==> src/sv/bco_pkg.sv <==
package bco_pkg;

    // Collider shape codes.
    typedef enum logic {
        KIND_BOX = 1'b0,
        KIND_CYL = 1'b1
    } bco_kind_t;

    // Configuration register indexes.
    typedef enum logic [2:0] {
        REG_KIND = 3'd0,
        REG_AX   = 3'd1,
        REG_AY   = 3'd2,
        REG_AZ   = 3'd3,
        REG_BX   = 3'd4,
        REG_BY   = 3'd5,
        REG_BZ   = 3'd6
    } bco_reg_t;

    localparam int unsigned REG_INDEX_BITS = 3;

    // Flags that the span stage hands to the distance stage.
    typedef struct packed {
        logic mixed;    // one box and one cylinder
        logic pre_hit;  // bounding boxes overlap
    } bco_flags_t;

endpackage

==> src/sv/bco_span.sv <==
module bco_span #(
    parameter int COORD_BITS = 16
) (
    input  logic                          ref_kind,
    input  logic signed [COORD_BITS-1:0]  ref_ax,
    input  logic signed [COORD_BITS-1:0]  ref_ay,
    input  logic signed [COORD_BITS-1:0]  ref_az,
    input  logic signed [COORD_BITS-1:0]  ref_bx,
    input  logic signed [COORD_BITS-1:0]  ref_by,
    input  logic signed [COORD_BITS-1:0]  ref_bz,
    input  logic                          item_kind,
    input  logic signed [COORD_BITS-1:0]  item_ax,
    input  logic signed [COORD_BITS-1:0]  item_ay,
    input  logic signed [COORD_BITS-1:0]  item_az,
    input  logic signed [COORD_BITS-1:0]  item_bx,
    input  logic signed [COORD_BITS-1:0]  item_by,
    input  logic signed [COORD_BITS-1:0]  item_bz,
    output bco_pkg::bco_flags_t           flags,
    output logic [COORD_BITS+1:0]         gap_x,
    output logic [COORD_BITS+1:0]         gap_z,
    output logic [COORD_BITS:0]           rad2
);

    // Extended width: holds every span bound and every doubled-unit sum.
    localparam int EW = COORD_BITS + 3;

    logic                  ref_cyl;
    logic                  item_cyl;
    logic signed [EW-1:0]  r_ax, r_ay, r_az, r_bx, r_by, r_bz;
    logic signed [EW-1:0]  i_ax, i_ay, i_az, i_bx, i_by, i_bz;
    logic signed [EW-1:0]  r_x0, r_x1, r_y0, r_y1, r_z0, r_z1;
    logic signed [EW-1:0]  i_x0, i_x1, i_y0, i_y1, i_z0, i_z1;
    logic                  overlap;
    logic signed [EW-1:0]  cx, cz, rad;
    logic signed [EW-1:0]  bx0, bx1, bz0, bz1;
    logic signed [EW-1:0]  sx, sz, mx, mz, dx, dz, rmag;

    assign ref_cyl  = (ref_kind == bco_pkg::KIND_CYL);
    assign item_cyl = (item_kind == bco_pkg::KIND_CYL);

    // Sign extension of both colliders.
    assign r_ax = EW'(ref_ax);
    assign r_ay = EW'(ref_ay);
    assign r_az = EW'(ref_az);
    assign r_bx = EW'(ref_bx);
    assign r_by = EW'(ref_by);
    assign r_bz = EW'(ref_bz);
    assign i_ax = EW'(item_ax);
    assign i_ay = EW'(item_ay);
    assign i_az = EW'(item_az);
    assign i_bx = EW'(item_bx);
    assign i_by = EW'(item_by);
    assign i_bz = EW'(item_bz);

    // Bounding boxes; a cylinder spans centre plus or minus radius in x and z.
    assign r_x0 = ref_cyl ? r_ax - r_bx : r_ax;
    assign r_x1 = ref_cyl ? r_ax + r_bx : r_bx;
    assign r_y0 = r_ay;
    assign r_y1 = ref_cyl ? r_ay + r_by : r_by;
    assign r_z0 = ref_cyl ? r_az - r_bx : r_az;
    assign r_z1 = ref_cyl ? r_az + r_bx : r_bz;

    assign i_x0 = item_cyl ? i_ax - i_bx : i_ax;
    assign i_x1 = item_cyl ? i_ax + i_bx : i_bx;
    assign i_y0 = i_ay;
    assign i_y1 = item_cyl ? i_ay + i_by : i_by;
    assign i_z0 = item_cyl ? i_az - i_bx : i_az;
    assign i_z1 = item_cyl ? i_az + i_bx : i_bz;

    // Bounding-box overlap; touching counts. For a mixed pair this also
    // covers the vertical span test.
    assign overlap = !((r_x1 < i_x0) || (r_x0 > i_x1) ||
                       (r_y1 < i_y0) || (r_y0 > i_y1) ||
                       (r_z1 < i_z0) || (r_z0 > i_z1));

    assign flags.mixed   = (ref_cyl != item_cyl);
    assign flags.pre_hit = overlap;

    // Pick the cylinder and the box of a mixed pair.
    assign cx  = ref_cyl ? r_ax : i_ax;
    assign cz  = ref_cyl ? r_az : i_az;
    assign rad = ref_cyl ? r_bx : i_bx;
    assign bx0 = ref_cyl ? i_ax : r_ax;
    assign bx1 = ref_cyl ? i_bx : r_bx;
    assign bz0 = ref_cyl ? i_az : r_az;
    assign bz1 = ref_cyl ? i_bz : r_bz;

    // Doubled-unit gap from the axis to the box, clamped at zero.
    assign sx = bx0 + bx1 - (cx + cx);
    assign sz = bz0 + bz1 - (cz + cz);
    assign mx = sx[EW-1] ? -sx : sx;
    assign mz = sz[EW-1] ? -sz : sz;
    assign dx = mx - (bx1 - bx0);
    assign dz = mz - (bz1 - bz0);

    assign gap_x = (dx > 0) ? dx[COORD_BITS+1:0] : '0;
    assign gap_z = (dz > 0) ? dz[COORD_BITS+1:0] : '0;

    // Doubled radius by magnitude.
    assign rmag = rad[EW-1] ? -rad : rad;
    assign rad2 = {rmag[COORD_BITS-1:0], 1'b0};

endmodule

==> config.mk <==
export PLATFORM = sky130hd
export DESIGN_NAME = bco_span
export DESIGN_NICKNAME = d
export VERILOG_FILES = /design/src/sv/bco_pkg.sv /design/src/sv/bco_span.sv
export SDC_FILE = /design/constraint.sdc
export NUM_CORES = 1
export LEC_CHECK = 0
export ABC_CLOCK_PERIOD_IN_PS = 10600
export BUFFER_PORTS_ARGS = -buffer_cell sky130_fd_sc_hd__buf_2
export CORE_MARGIN = 10
export CORE_UTILIZATION = 62
export DETAILED_ROUTE_END_ITERATION = 8
export PLACE_DENSITY = 0.85
export SLEW_MARGIN = 0
export SYNTH_ARGS = -nofsm -noshare
export SYNTH_HDL_FRONTEND = slang
export SYNTH_SLANG_ARGS = --single-unit
==> constraint.sdc <==
create_clock -name vclk -period 10.6
set_clock_uncertainty 0.1 [all_clocks]
set_input_delay 0 -clock vclk [all_inputs]
set_output_delay 0 -clock vclk [all_outputs]
set_load 0.01 [all_outputs]
==> results.md, run 1 <==
- Status: complete, no violations
- Std-Cell Rows: 63
- Top-count cell post-synth: ha_1
- Crit end category: primary output
- Routability cong.: 0.991
- Worst min path class: in -> out
- Worst rel slew slack: 30.0%
- Post-CTS Setup Bufs: 0
- Largest stage delay on the critical path: approximately 740 ps
- Routed len/inst: approximately 19 um
- Layout cell share with drive strength beyond 1: 12.9%
- CP most frequent cell: o21ai_0
- Unique masters post-synth: 77
- Worst hold slack: approximately 400 ps
- Top post-synthesis cells by count: ha_1 (338), inv_1 (302), a21oi_1 (227), nor2_1 (173), nand2_1 (149)
- First-pass GRT wire length: 92.4 mm
- Hold depth: 4
- Max stage delay cell, worst path: xnor2_2
- Peak supply drop: 0.463 mV
- Largest net degree at the start of global routing: 125
- First-pass detailed-route iteration total: 6
- Max-slew violation count: 0
- Top cell type's share of synthesized area: 22.9%
- Via/cell ratio: 6.17
- Hold Path End: rad2[15]
- CP startpoint: ref_kind
- Maxcap violations: 0
- Clock buffer cells: 0
- Util after Layout: 67.7%
- Residual DRC: 0
- Mapped Cells: around 2500
- Final hold vios: 0
- Die Y: 193 um
- Layout fillers: 2649
- Hold Buf Count CTS: 0
- Final Power: about 0.0047 W
- Leak pwr: 10.2 nW
- Core area: 29500 um2
- Startpoint of the worst hold path: ref_bx[14]
- Cell accounting for the most synthesized area: ha_1
- Chip width: slightly below 200 um
- Final wirelength: approximately 59 mm
- Initial Util: 62.6%
- Setup CP Type: in -> out
- Register area share after synthesis: 0%
- Detailed Place HPWL: 50.3 mm
- Yosys warnings: 0
- Syn_area_per_cell: 7.30 um2
- Power density over the cells: 236 nW/um2
- WP data required: 10500 ps
- Port buffer count: 246
- GRT Overall Usage: 30.2%
- Remaining antenna violation count after routing: 0
- Minimum clock period: around 9000 ps
- Sequential cell count: 0
- Antenna violations before repair: 2
- Fmax: around 0.11 GHz
- Arrival time worst endpoint: a little under 9000 ps
- Post-Syn Area: 18500 um2
- First DRT Iteration DRCs: ~1700
- Critical Path Start Type: input pin
- Via Count: 19133
- Grt total ovfl: 0
- Top cells by area, synth: ha_1 (23%), fa_1 (8.5%), xnor2_1 (7.0%), a21oi_1 (6.2%), inv_1 (6.1%)
- Slew @ Worst Pin: 1040 ps
- Area of the die: 37100 um2
- # setup viols final: 0
- Final #Nets: ~3300
- Crit path max fanout: 124
- Layout area overhead: 8.11%
- Vias in the first global route: roughly 18000
- Unrepaired setup endpoints after global routing: no
- Final Cycle Share: 83.6%
- IO Count: 249
- Seq. cell area: 0 um2
- Post-route setup TNS: 0 ps
- Post-cts resize count: 0
[metal layers]
metal | routed length [um] | share of wire (%) | vias to the layer above | global-route usage [%]
met5 | 0 | 0 | - | 0
met4 | 1970 | 3.3 | 0 | 9.12
met3 | 4510 | 7.6 | 146 | 2.57
met2 | 26800 | 45 | 790 | 51.1
met1 | 25700 | 44 | 8918 | 39.9
li1 | - | - | 9279 | -
[how the worst max path moves through the flow]
stage	end	slack, ps	cells past startpoint
floorplan	gap_z[13]	2440	33
global placement	gap_x[3]	2300	32
detailed placement	gap_x[3]	1940	32
CTS	gap_x[3]	1920	32
global route	gap_x[3]	1090	30
finish	gap_x[3]	1740	30
[critical path: cells and delay by family]
| kind | cells | cell delay, ps |
|---|---|---|
| compound gates | 14 | 4340 |
| buf+inv | 6 | 1320 |
| xor+xnor | 3 | 1050 |
| simple gates | 3 | 380 |
| fa+ha+maj | 4 | 1570 |
[metrics by stage]
step	area [um2]	setup slack, ps	cells
after CTS	19900	1920	3094
after detailed placement	19900	1940	3094
final	19900	1740	3099
after global placement	19900	2300	3094
after global routing	19900	1090	3095
after floorplan	18500	2440	2531
[logic make-up (layout without fill, tap and decap cells)]
logic type	count (synthesis)	after routing	synth area share (%)
AND/OR/NAND/NOR	660	660	17.7
multiplexers	127	127	7.22
XOR/XNOR	212	212	10.2
AO/OA/AOI/OAI	731	731	25.6
buffers and inverters	382	555	7.92
other	1	8	0.0203
adder cells (fa/ha/maj)	416	416	31.4
[final cells by class]
type | count | area, um2 | share of cell area, %
inverters | 302 | 1130 | 5.68
diodes | 5 | 12.5 | 0.0627
repair buffers | 253 | 1310 | 6.56
multi-input cells | 2149 | 17000 | 85.2
well taps | 390 | 488 | 2.45
[report_power, final]
| group | switching (W) | total [W] | internal, W |
|---|---|---|---|
| clock | 0 | 0.0000000000247 | 0.0000000000247 |
| combinational | 0.00273 | 0.00470 | 0.00197 |
| sequential | 0 | 0 | 0 |
[cells in the final DEF (no fill, tap or decap), types with 33 or more instances in the layout]
master    instances
inv_1           302
xnor2_1         146
nor2b_1          76
o21bai_1         35
nand3_1          42
ha_1            338
fa_1             78
a211oi_1         39
o21ai_0         123
mux2i_1          79
nor3_1           73
a21o_1           91
a31oi_1          33
mux2_2           48
a21oi_1         227
nand2_1         149
nor2_1          173
buf_2           244
xor2_1           64
(Power assumes the default switching activity.)
==> inputs of run 2 (changes only) <==
--- a/config.mk
+++ b/config.mk
@@ -5,12 +5,13 @@
 export SDC_FILE = /design/constraint.sdc
 export NUM_CORES = 1
 export LEC_CHECK = 0
-export ABC_CLOCK_PERIOD_IN_PS = 10600
+export ABC_AREA = 1
+export ABC_CLOCK_PERIOD_IN_PS = 7300
 export BUFFER_PORTS_ARGS = -buffer_cell sky130_fd_sc_hd__buf_2
 export CORE_MARGIN = 10
-export CORE_UTILIZATION = 62
+export CORE_UTILIZATION = 57
 export DETAILED_ROUTE_END_ITERATION = 8
-export PLACE_DENSITY = 0.85
+export PLACE_DENSITY = 0.82
 export SLEW_MARGIN = 0
 export SYNTH_ARGS = -nofsm -noshare
 export SYNTH_HDL_FRONTEND = slang
==> constraint.sdc (replaced) <==
create_clock -name vclk -period 7.3
set_clock_uncertainty 0.1 [all_clocks]
set_input_delay 0 -clock vclk [all_inputs]
set_output_delay 0 -clock vclk [all_outputs]
set_load 0.01 [all_outputs]
==> run 2 against run 1 <==
Net effect:
- combinational power is 91% higher
- utilization is 5.5 points lower
- critical path depth is 7 higher
- global-route usage is 0.94 points higher
- total power is 91% higher
- first-iteration DRC count is 60% higher
- sequential share of layout area stayed put
- synthesized cell count is 38% higher
- worst hold slack better by 37 ps
- largest cell class unchanged
- non-clock buffer count is 14 higher
==> results.md, run 2 <==
- Detailed Place HPWL: 62.4 mm
- Unique masters post-synth: 57
- Max-slew violation count: 0
- Net Sw Frac: 64.1%
- Layout area overhead: 8.36%
- Std-Cell Rows: 69
- Seq. cell area: 0 um2
- Clock buffer cells: 0
- Chip width: 209 um
- Layout cell share with drive strength beyond 1: 10.6%
- Top cell type's share of synthesized area: 20.8%
- Post-placement cell area: roughly 22000 um2
- Flop pwr share: 0%
- Worst rel slew slack: 36.3%
- Top post-synthesis cells by count: nand2_1 (789), inv_1 (583), ha_1 (338), a21oi_1 (333), nor2_1 (308)
- Largest net degree at the start of global routing: 102
- Grt total ovfl: 0
- Syn_area_per_cell: between 5 and 6 um2
- CP endpoint: gap_z[7]
- Leak pwr: 12.4 nW
- Die Y: 209 um
- # setup viols final: 0
- Antenna violations before repair: 12
- Post-Syn Area: 20300 um2
- First DRT Iteration DRCs: 2671
- Unrepaired setup endpoints after global routing: no
- Sequential cell count: 0
- Arrival time worst endpoint: 6680 ps
- Register area share after synthesis: 0%
- Routability cong.: 1.03
- Port buffer count: about 250
- Final wirelength: 72.1 mm
- CP most frequent cell: nand2_1
- Comb power frac: 100.0%
- NetSw: 0.00575 W
- Remaining antenna violation count after routing: 0
- Util after Layout: 62.2%
- Top cells by area, synth: ha_1 (21%), nand2_1 (15%), inv_1 (11%), a21oi_1 (8.2%), fa_1 (7.7%)
- Crit end category: primary output
- Final Cycle Share: 92.8%
- Crit path max fanout: 61
- Core area: about 35000 um2
- Status: complete, no violations
- Worst min path class: in -> out
- Area of the die: 43600 um2
- Top-count cell post-synth: nand2_1
- Layout fillers: roughly 3700
- Post-route setup TNS: 0 ps
- Via/cell ratio: 5.69
- Max stage delay cell, worst path: fa_1
- Via Count: 23545
- Final hold vios: 0
- Final Power: about 0.009 W
- Power density over the cells: roughly 410 nW/um2
- Setup CP Type: in -> out
- IO Count: 249
- Minimum clock period: 6780 ps
- Yosys warnings: 0
- WP data required: 7200 ps
- Mapped Cells: 3489
- Final #Nets: 4283
- Design Area, Final: 22000 um2
- Peak supply drop: between 1 and 1.5 mV
- Commonest non-fill, non-tap cell in the layout: nand2_1
- Hold Buf Count CTS: 0
- Cell-internal power: 0.00322 W
- Largest stage delay on the critical path: 530 ps
- GRT Overall Usage: 31.1%
- Routed len/inst: ~17 um
- Slew @ Worst Pin: 949 ps
- First-pass detailed-route iteration total: 8
- Cell accounting for the most synthesized area: ha_1
- Critical Path Start Type: input pin
- Clk network pwr share: 0%
- Worst hold slack: 436 ps
- Maxcap violations: 0
- Vias in the first global route: roughly 21000
- Most frequent cells in the layout: nand2_1 (788), inv_1 (580), ha_1 (336), a21oi_1 (333), nor2_1 (305)
- Residual DRC: 0
- First-pass GRT wire length: roughly 110 mm
- Fmax: between 0.1 and 0.15 GHz
- Initial Util: between 50% and 60%
- CP startpoint: ref_kind
[run 2: layout make-up]
class | instances | area, um2 | area share, %
Inverter | 594 | 2230 | 10.1
Antenna cell | 7 | 17.5 | 0.0796
Multi-Input combinational cell | 2810 | 17700 | 80.6
Tap cell | 461 | 577 | 2.62
Timing Repair Buffer | 267 | 1440 | 6.55
[run 2: per-layer routing]
metal	wire length [um]	GRT usage, %	vias to the layer above
met5	82	0	-
met4	1270	5.16	12
met3	8680	7.04	106
met2	29200	45.9	1182
met1	32900	45.5	10482
li1	-	-	11763
[run 2: worst max-delay path, delay by kind of cell]
kind                       cells  cell delay (ps)
buffers and inverters          9             1460
adders and majority gates      4             1740
xor gates and xnor gates       1              170
AOI/OAI and AO/OA              1              140
and+or+nand+nor               22             3100
[run 2: power by group through the flow]
stage	combinational [W]	sequential, W	clock [W]
6_report	0.00897	0	0.000000000128
5_1_grt	0.00994	0	0.0000000000367
4_1_cts	0.00856	0	0
3_5_place_dp	0.00851	0	0
3_3_place_gp	0.00847	0	0
2_1_floorplan	0.00633	0	0
[run 2: through the flow]
step	instances	worst slack (ps)
finish	4139	522
global route	4134	18.3
CTS	4123	418
detailed placement	4123	451
global placement	4123	585
floorplan	3491	880
[run 2: worst min-delay path by stage]
stage          slack (ps)  depth (start not counted)        from  endpoint
2_1_floorplan          90                          2  item_bx[0]   rad2[1]
3_3_place_gp          410                          4  item_bx[0]   rad2[1]
3_5_place_dp          440                          4  item_bx[0]   rad2[1]
4_1_cts               440                          4  item_bx[0]   rad2[1]
5_1_grt               480                          4  item_bx[0]   rad2[1]
6_report              440                          4  item_bx[0]   rad2[1]
[run 2: cell families after synthesis]
group / after synthesis / share of synthesized area [%]
other: 1 / 0.0185
AND/OR/NAND/NOR: 1517 / 32.5
multiplexers: 6 / 0.296
adder cells (fa/ha/maj): 416 / 28.5
AO/OA/AOI/OAI: 720 / 19.3
XOR/XNOR: 146 / 6.40
buffers and inverters: 683 / 12.9
[run 2: timing repair]
item | in CTS | in global routing
gates resized for setup | 0 | 12
buffers inserted | 0 | 7
setup endpoints to repair | 0 | 24
